[src/rtl/mbts_pkg.sv]
// Package for the register server: payload structs, sizes, opcodes and codes
// shared by the controller, datapath and top level. No dependencies.
`default_nettype none
package mbts_pkg;

  localparam int WrWords = 64;
  localparam int RdWords = 64;
  localparam int TotalWords = WrWords + RdWords;
  localparam int MaxPdu = 253;
  localparam int MaxReadQty = 125;
  localparam int AddrW = 7;

  localparam logic [1:0] OP_BYTE = 2'd0;
  localparam logic [1:0] OP_CTL = 2'd1;
  localparam logic [1:0] OP_RESTART = 2'd2;

  localparam logic [7:0] FN_READ = 8'h03;
  localparam logic [7:0] FN_WRITE = 8'h06;
  localparam logic [7:0] EXC_FLAG = 8'h80;
  localparam logic [7:0] EXC_FUNC = 8'h01;
  localparam logic [7:0] EXC_ADDR = 8'h02;
  localparam logic [7:0] EXC_VALUE = 8'h03;

  localparam logic [0:0] CFG_MODE_CODE = 1'b0;
  localparam logic [0:0] CFG_MODE_ADDR = 1'b1;

  typedef struct packed {
    logic [1:0]  operation;
    logic [7:0]  rx_byte;
    logic [5:0]  ctl_index;
    logic [15:0] ctl_value;
  } req_t;

  typedef struct packed {
    logic [63:0] beat_data;
    logic [3:0]  beat_bytes;
    logic        beat_last;
    logic        drop_connection;
    logic        wr_strobe;
    logic [5:0]  wr_addr;
    logic [15:0] wr_value;
  } rsp_t;

  // controller to datapath
  typedef struct packed {
    logic take;      // capture input beat
    logic answer;    // start building response
    logic rd_step;   // read next word into byte queue
    logic push_beat; // load output register
    logic drop;      // emit drop beat
  } cmd_t;

  // datapath to controller
  typedef struct packed {
    logic need_answer;
    logic need_drop;
    logic words_left;
    logic beat_ready;
    logic beat_final;
    logic out_free;
  } sts_t;

endpackage
`default_nettype wire

[src/rtl/modbus_tcp_register_server_core.sv]
// Modbus TCP register server (functions 3 and 6): controller and datapath.
// Depends on mbts_pkg, mbts_ctrl and mbts_dp.
//
// Input channel in_valid_i/in_ready_o carries one event per beat: a request
// byte, a controller word update or a connection restart. Output channel
// out_valid_o/out_ready_i carries response beats of up to eight bytes, or a
// single drop beat on a bad header. One event at a time: an event with no
// response returns to idle after evaluation; a bad header loads the drop
// beat once the output is free; the last byte of a request builds an answer,
// each word read from a registered store port before it enters the byte
// queue, then emits output beats. A stalled receiver holds the
// output register and the controller waits. Reset clears parser and stores,
// turns remote control on and restores the configuration defaults.
// Configuration writes via cfg_we_i/cfg_idx_i/cfg_data_i take effect at once.
`default_nettype none
module modbus_tcp_register_server_core import mbts_pkg::*; (
  input  logic        clk_i,
  input  logic        rst_ni,
  input  logic        in_valid_i,
  output logic        in_ready_o,
  input  req_t        in_data_i,
  output logic        out_valid_o,
  input  logic        out_ready_i,
  output rsp_t        out_data_o,
  input  logic        cfg_we_i,
  input  logic        cfg_idx_i,
  input  logic [15:0] cfg_data_i
);

  cmd_t cmd;
  sts_t sts;

  mbts_ctrl u_ctrl (
    .clk_i, .rst_ni, .in_valid_i, .in_ready_o, .sts_i(sts), .cmd_o(cmd)
  );

  mbts_dp u_dp (
    .clk_i, .rst_ni, .req_i(in_data_i), .cfg_we_i, .cfg_idx_i, .cfg_data_i,
    .cmd_i(cmd), .sts_o(sts), .out_valid_o, .out_ready_i, .out_o(out_data_o)
  );

endmodule
`default_nettype wire

[src/rtl/mbts_ctrl.sv]
// Controller: sequences accept, answer build, word reads and beat emission.
// Depends on mbts_pkg.
`default_nettype none
module mbts_ctrl import mbts_pkg::*; (
  input  logic clk_i,
  input  logic rst_ni,
  input  logic in_valid_i,
  output logic in_ready_o,
  input  sts_t sts_i,
  output cmd_t cmd_o
);

  localparam logic [2:0] ST_IDLE = 3'd0;
  localparam logic [2:0] ST_EVAL = 3'd1;
  localparam logic [2:0] ST_BUILD = 3'd2;
  localparam logic [2:0] ST_RUN = 3'd3;
  localparam logic [2:0] ST_DROP = 3'd4;

  logic [2:0] state_q, state_d;

  assign in_ready_o = (state_q == ST_IDLE);

  always_comb begin
    state_d = state_q;
    cmd_o = '0;
    unique case (state_q)
      ST_IDLE: begin
        if (in_valid_i) begin
          cmd_o.take = 1'b1;
          state_d = ST_EVAL;
        end
      end
      ST_EVAL: begin
        if (sts_i.need_drop) state_d = ST_DROP;
        else if (sts_i.need_answer) begin
          cmd_o.answer = 1'b1;
          state_d = ST_BUILD;
        end else state_d = ST_IDLE;
      end
      ST_DROP: begin
        if (sts_i.out_free) begin
          cmd_o.drop = 1'b1;
          state_d = ST_IDLE;
        end
      end
      ST_RUN: begin
        if (sts_i.beat_ready) begin
          if (sts_i.out_free) begin
            cmd_o.push_beat = 1'b1;
            if (sts_i.beat_final) state_d = ST_IDLE;
          end
        end else if (sts_i.words_left) begin
          cmd_o.rd_step = 1'b1;
          state_d = ST_BUILD;
        end
      end
      // wait for the registered store read
      ST_BUILD: state_d = ST_RUN;
      default: state_d = ST_IDLE;
    endcase
  end

  always_ff @(posedge clk_i or negedge rst_ni) begin
    if (!rst_ni) begin
      state_q <= ST_IDLE;
    end else begin
      state_q <= state_d;
    end
  end

`ifndef NO_ASSERTIONS
  a_one_cmd: assert property (@(posedge clk_i) disable iff (!rst_ni)
    $onehot0({cmd_o.take, cmd_o.answer, cmd_o.rd_step, cmd_o.push_beat, cmd_o.drop}))
    else $error("several commands at once");
  a_take_idle: assert property (@(posedge clk_i) disable iff (!rst_ni)
    cmd_o.take |-> state_q == ST_IDLE)
    else $error("take outside idle");
  a_push_free: assert property (@(posedge clk_i) disable iff (!rst_ni)
    (cmd_o.push_beat || cmd_o.drop) |-> sts_i.out_free)
    else $error("beat pushed into full output");
`endif

endmodule
`default_nettype wire

[src/rtl/mbts_dp.sv]
// Datapath: parser registers, word stores, response byte queue, output beat.
// Depends on mbts_pkg.
`default_nettype none
module mbts_dp import mbts_pkg::*; (
  input  logic        clk_i,
  input  logic        rst_ni,
  input  req_t        req_i,
  input  logic        cfg_we_i,
  input  logic        cfg_idx_i,
  input  logic [15:0] cfg_data_i,
  input  cmd_t        cmd_i,
  output sts_t        sts_o,
  output logic        out_valid_o,
  input  logic        out_ready_i,
  output rsp_t        out_o
);

  localparam logic [1:0] PH_HEADER = 2'd0;
  localparam logic [1:0] PH_PDU = 2'd1;
  localparam logic [1:0] PH_DROPPED = 2'd2;

  logic [15:0] mode_code_q;
  logic [5:0]  mode_addr_q;
  logic [55:0] hdr_q;
  logic [39:0] pdu_q;
  logic [8:0]  cnt_q;
  logic [1:0]  phase_q;
  logic        remote_q;
  logic        need_ans_q, need_drop_q;
  logic [15:0] wmem [WrWords];
  logic [15:0] rmem [RdWords];
  logic [WrWords-1:0] wvalid_q;
  logic [RdWords-1:0] rvalid_q;

  // byte queue: up to 15 bytes, earliest in top
  logic [119:0] q_q;
  logic [3:0]   qn_q;
  logic [6:0]   left_q;   // words still to read
  logic [AddrW:0] raddr_q;
  logic         wr_q;
  logic [5:0]   wa_q;
  logic [15:0]  wv_q;
  logic         ovalid_q;
  rsp_t         obuf_q;
  logic [15:0]  rd_word_q;
  logic [15:0]  mode_rd_q;

  logic [15:0] pdu_len, f1, f2;
  logic [7:0]  func;
  assign pdu_len = hdr_q[23:8] - 16'd1;
  assign func = pdu_q[39:32];
  assign f1 = pdu_q[31:16];
  assign f2 = pdu_q[15:0];

  assign out_valid_o = ovalid_q;
  assign out_o = obuf_q;
  assign sts_o.need_answer = need_ans_q;
  assign sts_o.need_drop = need_drop_q;
  assign sts_o.words_left = (left_q != '0);
  assign sts_o.beat_ready = (qn_q >= 4'd8) || (left_q == '0);
  assign sts_o.beat_final = (left_q == '0) && (qn_q <= 4'd8);
  assign sts_o.out_free = !ovalid_q || out_ready_i;

  logic [AddrW-1:0] ra;
  assign ra = raddr_q[AddrW-1:0];

  logic [55:0] hdr_n;
  assign hdr_n = {hdr_q[47:0], req_i.rx_byte};

  // end of header or of request on this byte
  logic hdr_done, hdr_bad, take_ans, take_drop;
  assign hdr_done = (phase_q == PH_HEADER) && (cnt_q == 9'd6);
  assign hdr_bad = (hdr_n[39:24] != '0) || (hdr_n[23:8] == '0)
    || (hdr_n[23:8] > 16'(MaxPdu + 1));
  assign take_drop = (req_i.operation == OP_BYTE) && hdr_done && hdr_bad;
  assign take_ans = (req_i.operation == OP_BYTE)
    && ((hdr_done && !hdr_bad && hdr_n[23:8] == 16'd1)
        || (phase_q == PH_PDU && ({7'd0, cnt_q} + 16'd2 >= hdr_q[23:8])));

  // answer evaluation
  logic [7:0]  exc;
  logic [16:0] rd_end;
  logic        do_wr;
  logic [15:0] mode_val;
  assign rd_end = {1'b0, f1} + {1'b0, f2};
  assign do_wr = (func == FN_WRITE) && (pdu_len == 16'd5) && (f1 < 16'(TotalWords))
    && (f1 < 16'(WrWords)) && ((f1[5:0] == mode_addr_q) || remote_q);
  always_comb begin
    exc = '0;
    if (func == FN_READ) begin
      if (pdu_len < 16'd5 || f2 == '0 || f2 > 16'(MaxReadQty)) exc = EXC_VALUE;
      else if (rd_end > 17'(TotalWords)) exc = EXC_ADDR;
    end else if (func == FN_WRITE) begin
      if (pdu_len != 16'd5) exc = EXC_VALUE;
      else if (f1 >= 16'(TotalWords)) exc = EXC_ADDR;
    end else exc = EXC_FUNC;
    if (do_wr && f1[5:0] == mode_addr_q) mode_val = f2;
    else mode_val = mode_rd_q;
  end

  logic [15:0] rl;
  always_comb begin
    if (exc != '0) rl = 16'd2;
    else if (func == FN_READ) rl = 16'd2 + {f2[14:0], 1'b0};
    else rl = 16'd5;
  end

  logic [63:0]  q_tail;
  logic [119:0] q_init;
  always_comb begin
    if (exc != '0) q_tail = {func | EXC_FLAG, exc, 48'h0};
    else if (func == FN_READ) q_tail = {FN_READ, f2[6:0], 1'b0, 48'h0};
    else q_tail = {FN_WRITE, f1, f2, 24'h0};
  end
  assign q_init = {hdr_q[55:40], 16'h0000, rl + 16'd1, hdr_q[7:0], q_tail};

  logic [63:0] beat;
  logic [3:0]  bn;
  assign bn = (qn_q > 4'd8) ? 4'd8 : qn_q;
  always_comb begin
    beat = q_q[119:56];
    for (int j = 0; j < 8; j++) if (4'(j) >= bn) beat[63-8*j -: 8] = '0;
  end

  always_ff @(posedge clk_i or negedge rst_ni) begin
    if (!rst_ni) begin
      mode_code_q <= 16'd2015;
      mode_addr_q <= 6'd5;
      hdr_q <= '0;
      pdu_q <= '0;
      cnt_q <= '0;
      phase_q <= PH_HEADER;
      remote_q <= 1'b1;
      need_ans_q <= 1'b0;
      need_drop_q <= 1'b0;
      wvalid_q <= '0;
      rvalid_q <= '0;
      qn_q <= '0;
      left_q <= '0;
      ovalid_q <= 1'b0;
    end else begin
      if (cfg_we_i) begin
        if (cfg_idx_i == CFG_MODE_CODE) mode_code_q <= cfg_data_i;
        else mode_addr_q <= cfg_data_i[5:0];
      end
      if (cmd_i.push_beat || cmd_i.drop) ovalid_q <= 1'b1;
      else if (ovalid_q && out_ready_i) ovalid_q <= 1'b0;
      if (cmd_i.take) begin
        need_ans_q <= take_ans;
        need_drop_q <= take_drop;
        unique case (req_i.operation)
          OP_CTL: rvalid_q[req_i.ctl_index] <= 1'b1;
          OP_RESTART: begin
            hdr_q <= '0; pdu_q <= '0; cnt_q <= '0; phase_q <= PH_HEADER;
          end
          OP_BYTE: begin
            if (phase_q == PH_HEADER) begin
              hdr_q <= hdr_n;
              if (cnt_q == 9'd6) begin
                cnt_q <= '0;
                pdu_q <= '0;
                if (hdr_bad) phase_q <= PH_DROPPED;
                else if (hdr_n[23:8] != 16'd1) phase_q <= PH_PDU;
              end else cnt_q <= cnt_q + 9'd1;
            end else if (phase_q == PH_PDU) begin
              if (cnt_q < 9'd5) pdu_q[8*(4-cnt_q[2:0]) +: 8] <= req_i.rx_byte;
              cnt_q <= cnt_q + 9'd1;
            end
          end
          default: ;
        endcase
      end
      if (cmd_i.drop) begin
        need_drop_q <= 1'b0;
      end
      if (cmd_i.answer) begin
        need_ans_q <= 1'b0;
        hdr_q <= '0; pdu_q <= '0; cnt_q <= '0; phase_q <= PH_HEADER;
        if (exc == '0 && func == FN_WRITE) begin
          if (do_wr) wvalid_q[f1[5:0]] <= 1'b1;
          remote_q <= ({1'b0, mode_addr_q} < 7'(WrWords)) ? (mode_val != mode_code_q)
                                                          : (mode_code_q != '0);
        end
        if (exc == '0 && func == FN_READ) begin
          qn_q <= 4'd9;
          left_q <= f2[6:0];
        end else if (exc == '0) begin
          qn_q <= 4'd12;
          left_q <= '0;
        end else begin
          qn_q <= 4'd9;
          left_q <= '0;
        end
      end
      if (cmd_i.rd_step) begin
        qn_q <= qn_q + 4'd2;
        left_q <= left_q - 7'd1;
      end
      if (cmd_i.push_beat) begin
        qn_q <= qn_q - bn;
      end
    end
  end

  always_ff @(posedge clk_i) begin
    if (cmd_i.take && req_i.operation == OP_CTL) rmem[req_i.ctl_index] <= req_i.ctl_value;
    if (cmd_i.answer && do_wr && exc == '0) wmem[f1[5:0]] <= f2;
    // registered store reads
    if (raddr_q[AddrW]) rd_word_q <= '0;
    else if (ra < AddrW'(WrWords)) rd_word_q <= wvalid_q[ra[5:0]] ? wmem[ra[5:0]] : '0;
    else rd_word_q <= rvalid_q[ra[5:0]] ? rmem[ra[5:0]] : '0;
    mode_rd_q <= wvalid_q[mode_addr_q] ? wmem[mode_addr_q] : '0;
    if (cmd_i.drop) begin
      obuf_q <= '{beat_last: 1'b1, drop_connection: 1'b1, default: '0};
    end else if (cmd_i.push_beat) begin
      obuf_q <= '{beat_data: beat,
                  beat_bytes: bn,
                  beat_last: sts_o.beat_final,
                  drop_connection: 1'b0,
                  wr_strobe: sts_o.beat_final && wr_q,
                  wr_addr: (sts_o.beat_final && wr_q) ? wa_q : 6'd0,
                  wr_value: (sts_o.beat_final && wr_q) ? wv_q : 16'd0};
    end
    if (cmd_i.answer) begin
      wr_q <= do_wr && exc == '0;
      wa_q <= f1[5:0];
      wv_q <= f2;
    end
    if (cmd_i.answer) raddr_q <= f1[AddrW:0];
    else if (cmd_i.rd_step) raddr_q <= raddr_q + 1'b1;
    if (cmd_i.answer) q_q <= q_init;
    else if (cmd_i.rd_step) q_q[119 - 8*qn_q -: 16] <= rd_word_q;
    else if (cmd_i.push_beat) q_q <= q_q << (8*bn);
  end

`ifndef NO_ASSERTIONS
  a_queue_room: assert property (@(posedge clk_i) disable iff (!rst_ni)
    cmd_i.rd_step |-> qn_q <= 4'd13)
    else $error("byte queue overflow");
  a_hold: assert property (@(posedge clk_i) disable iff (!rst_ni)
    (ovalid_q && !out_ready_i) |=> $stable(obuf_q))
    else $error("output changed while stalled");
  a_phase: assert property (@(posedge clk_i) disable iff (!rst_ni)
    phase_q != 2'd3)
    else $error("bad parse phase");
`endif

endmodule
`default_nettype wire

[config.mk]
export PLATFORM = sky130hd
export DESIGN_NAME = modbus_tcp_register_server_core
export DESIGN_NICKNAME = d
export VERILOG_FILES = /design/src/rtl/mbts_pkg.sv /design/src/rtl/modbus_tcp_register_server_core.sv /design/src/rtl/mbts_ctrl.sv /design/src/rtl/mbts_dp.sv
export SDC_FILE = /design/constraint.sdc
export NUM_CORES = 2
export LEC_CHECK = 0
export BUFFER_PORTS_ARGS = -buffer_cell sky130_fd_sc_hd__buf_2
export CORE_ASPECT_RATIO = 1.4
export CORE_UTILIZATION = 45
export CTS_BUF_LIST = sky130_fd_sc_hd__clkbuf_4 sky130_fd_sc_hd__clkbuf_8
export DETAILED_ROUTE_END_ITERATION = 16
export GPL_TIMING_DRIVEN = 0
export SETUP_SLACK_MARGIN = 0.05
export SLEW_MARGIN = 0
export SYNTH_ARGS = -nofsm -noshare
export SYNTH_HDL_FRONTEND = slang
export SYNTH_HIERARCHICAL = 1
export SYNTH_SLANG_ARGS = --single-unit
[constraint.sdc]
create_clock -name clk_i -period 5.1 [get_ports clk_i]
set_input_delay 0.255 -clock clk_i [delete_from_list [all_inputs] [get_ports clk_i]]
set_output_delay 0.255 -clock clk_i [all_outputs]
set_load 0.005 [all_outputs]
==> impl_metrics.csv <==
group,metric,value,unit
global_route,grt_usage,0.3737,
critical_path,cp_slowest_cell,"clkbuf_1",
critical_path,cp-start-kind,"flip-flop",
hold_path,hold_depth,1,
clock_network,clock-sinks,2605,
route,ant_nets,0,
finish,final_nets,7249,
route,vias,72030,
finish,final_util,0.5241,
status,violations,"max-capacitance violations, max-slew violations, negative setup slack",
timing,setup_slack,-70.06,ps
route,routedWlPerCell,44.74,um
clock_network,clkSlewWorstSetupHoldPaths,70,ps
critical_path,reg2reg_slack,-70,ps
power_and_ir_drop,p_leak,47.47,nW
synth,yosysWarnings,6,
hold_path,hold_path_startpoint,"in_data_i[5]",
placement,place_congestion,1.057,
placement,place_inst,9967,
floorplan,core-area,254600,sq um
hold_path,hold_end,"u_dp/rmem[61][5]",
placement,hpwlAfterDp,353100,um
floorplan,initial_core_util,0.4531,
global_route,first_global_vias,72390,
route,drc,0,
critical_path,worstPathArrival,5930,ps
clock_network,htreeDepth,5,
synth,syn_area_per_cell,18.10,sq um
route,drtIter0Drc,8603,
finish,areaGrowthSynthToFinish,15.67,%
timing,hold_violations,0,
clock_network,cts_buffers,411,
job,drv_cap,7,
finish,fin_cells,10840,
timing,slew_headroom,-0.05140,
power_and_ir_drop,clock_power_share,0.430,
floorplan,die_w,429.9,um
timing,worstMarginPinSlew,1577,ps
timing,fin_crit_sh,1.014,
global_route,grt_max_degree,97,
timing,rsz0062_at_grt,"false",
global_route,grt_pass1_wl,641300,um
timing,max_freq,0.1934,GHz
power_and_ir_drop,p_sw,10.15,mW
synth,syn-num-nets,6473,
timing,setup-violations-final,2,
power_and_ir_drop,p_int,33.65,mW
synth,synth.distinct_cells,99,
critical_path,crit_cells,9,
critical_path,required,5860,ps
synth,synth.cell_area,115300,sq um
critical_path,slowest_delay,1180,ps
floorplan,io_pins,149,
synth,synth_edf_count,2183,
critical_path,path_max_fanout,10,
route,first_pass_iters,5,
synth,ys.flop_type,"edfxtp_1",
timing,skew,75.19,ps
synth,synthCells,6372,
synth,synth_seq_cells,2605,
timing,final_max_slew_viol_count,57,
route,vias_per_cell,6.645,
clock_network,cts_buffer_depth,4,
finish,multi_input_area,38760,sq um
power_and_ir_drop,pwr-share-seq,0.528,
finish,seq_area,75460,sq um
power_and_ir_drop,power.density,328.3,nW/um^2
synth,ys_seq_area_frac,0.6537,
placement,port_buffers,145,
finish,drive_gt1_frac,0.3426,
critical_path,crit_buf_inv,4,
critical_path,worst_setup_path_end_kind,"flip-flop",
critical_path,path_delay_family,"buffers and inverters",
critical_path,path_cells,"clkbuf_1, buf_2, clkbuf_1, clkbuf_2, mux4_2, mux4_2, mux2_2, a21oi_1, o21ai_0",
finish,nFillCells,20500,
critical_path,r2r_end,"u_dp/rd_word_q[11]",
power_and_ir_drop,pwr-share-comb,0.042,
power_and_ir_drop,switching_share,0.2318,
global_route,overflow,0,
timing,fin_crit,5170,ps
clock_network,cts-root-buf,"clkbuf_8",
power_and_ir_drop,power,43.80,mW
floorplan,design.die.area,258400,sq um
critical_path,reg2reg_depth,9,
status,status,"finished with violations",
power_and_ir_drop,peakVddDrop,0.2610,mV
global_route,antenna_found_initial,38,
clock_network,clk_latency,1060,ps
critical_path,worstSetupPathType,"flip-flop to flip-flop",
floorplan,die_h,601.0,um
floorplan,rows,219,
route,totalWireLength,484900,um
hold_path,hold_path.class,"primary input to flip-flop",
clock_network,cts_tree,"yes",
synth,async_flop_share,0.1056,
==> worst max-delay path by stage <==
stage | start | end | slack, ps
2_1_floorplan | u_dp/need_drop_q | u_dp/wmem[24][0] | 300
3_3_place_gp | u_dp/need_ans_q | u_dp/wvalid_q[16] | -5000
3_5_place_dp | u_dp/qn_q[3] | u_dp/q_q[30] | -3400
4_1_cts | u_dp/pdu_q[17] | u_dp/q_q[80] | 50
5_1_grt | u_dp/pdu_q[1] | u_dp/q_q[80] | 70
6_report | flip-flop | u_dp/rd_word_q[11] | -70
==> registers in the layout, summed over array words and instances (netlist names), 2 cells and up, named ones only <==
| register | flops |
|---|---|
| u_dp/rvalid_q | 64 |
| u_dp/q_q | 120 |
| u_dp/wa_q | 6 |
| u_dp/wv_q | 16 |
| u_dp/mode_rd_q | 16 |
| u_dp/rd_word_q | 16 |
| u_dp/rmem | 1024 |
| u_dp/hdr_q | 56 |
| u_dp/out_o | 93 |
| u_ctrl/state_q | 3 |
| u_dp/qn_q | 4 |
| u_dp/mode_addr_q | 6 |
| u_dp/raddr_q | 8 |
| u_dp/mode_code_q | 16 |
| u_dp/pdu_q | 40 |
| u_dp/left_q | 7 |
| u_dp/cnt_q | 9 |
| u_dp/phase_q | 2 |
| u_dp/wvalid_q | 64 |
| u_dp/wmem | 1024 |
==> cell type report <==
type	count	share of cell area
multi-input combinational	3267	0.2906
clock inverter	184	0.01138
inverter	82	0.002410
sequential	2605	0.5656
timing repair buffer	362	0.03175
timing repair inverter	1	0.00005627
clock buffer	564	0.05246
tap	3315	0.03109
buffer	418	0.01392
antenna	41	0.0007690
==> routing by layer <==
layer | vias up | GRT usage | wire [um]
li1 | 27910 | - | -
met1 | 38310 | 0.4003 | 154100
met2 | 4324 | 0.6144 | 236700
met3 | 1478 | 0.06241 | 33530
met4 | 6 | 0.3807 | 60530
met5 | - | 0 | 41
==> synthesized netlist by cell type (26+ instances only) <==
cell / n / area, sq um
edfxtp_1: 2183 / 65550
mux4_2: 1062 / 23920
nand2_1: 325 / 1220
nor2_1: 294 / 1104
dfrtp_1: 262 / 6556
clkbuf_1: 253 / 949.7
mux2i_1: 210 / 2102
o21ai_0: 187 / 935.9
a21oi_1: 147 / 735.7
dfxtp_1: 147 / 2943
a22o_1: 118 / 1033
or2_2: 104 / 650.6
buf_2: 100 / 500.5
nand3_1: 95 / 475.5
inv_1: 79 / 296.5
buf_1: 52 / 195.2
nand2b_1: 52 / 325.3
ha_1: 46 / 575.6
nor3_1: 46 / 230.2
a22oi_1: 40 / 300.3
nor2b_1: 36 / 225.2
or2_1: 36 / 225.2
xnor2_1: 36 / 315.3
a211oi_1: 31 / 232.7
and3_1: 31 / 193.9
mux2_2: 27 / 304.0
o22ai_1: 26 / 162.7
==> power groups by stage <==
stage	combinational [mW]	sequential (mW)	clock, mW
2_1_floorplan	0.936	23.5	0
3_3_place_gp	1.72	23.6	0
3_5_place_dp	1.77	23.6	0
4_1_cts	1.81	23.1	19.1
5_1_grt	1.87	23.1	19.9
6_report	1.82	23.1	18.8
==> cell usage in the layout (no fill, tap or decap), types with 39 or more instances in the layout <==
cell type	Yosys	final
dlygate4sd3_1	0	57
dfxtp_1	147	147
buf_16	0	48
nor2_1	294	154
buf_2	100	255
mux2i_1	210	204
buf_8	0	59
nand3_1	95	93
nand2_1	325	325
clkbuf_4	0	125
clkbuf_1	253	216
a22oi_1	40	40
a21oi_1	147	142
mux4_2	1062	1062
ha_1	46	45
inv_1	79	76
o21ai_0	187	183
nor2_2	0	75
a22o_1	118	118
diode_2	0	41
clkbuf_8	0	442
dfrtp_1	262	242
nor3_1	46	39
clkinv_1	2	80
nand2b_1	52	51
nor2_4	0	65
edfxtp_1	2183	2183
or2_2	104	104
clkinv_2	0	54
==> logic make-up after synthesis <==
| family | share of synthesized area |
|---|---|
| buffers and inverters | 0.01786 |
| adders and majority gates | 0.005164 |
| xor gates and xnor gates | 0.004632 |
| muxes | 0.2282 |
| AOI/OAI and AO/OA | 0.04324 |
| other | 0.00003251 |
| and+or+nand+nor | 0.04716 |
| DFF | 0.6537 |
==> metrics by stage <==
step	TNS (ps)	hold WS (ps)	worst slack, ps	area, sq um
floorplan	0	-40.59	302.8	115300
global placement	-4387910	429.9	-4998	120200
detailed placement	-1026250	83.12	-3400	123600
CTS	0	0.6187	46.14	133100
global route	0	68.38	66.68	133400
finish	-75.83	52.06	-70.06	133400
==> timing repair <==
action	4_1_cts	5_1_grt
hold endpoints to repair	571	0
resized for setup	71	36
pin swaps	8	4
buffers inserted	14	9
hold buffers	57	0
endpoints found under the setup margin	1458	145
cloned	1	2
Power figures use the tool's default switching activity.
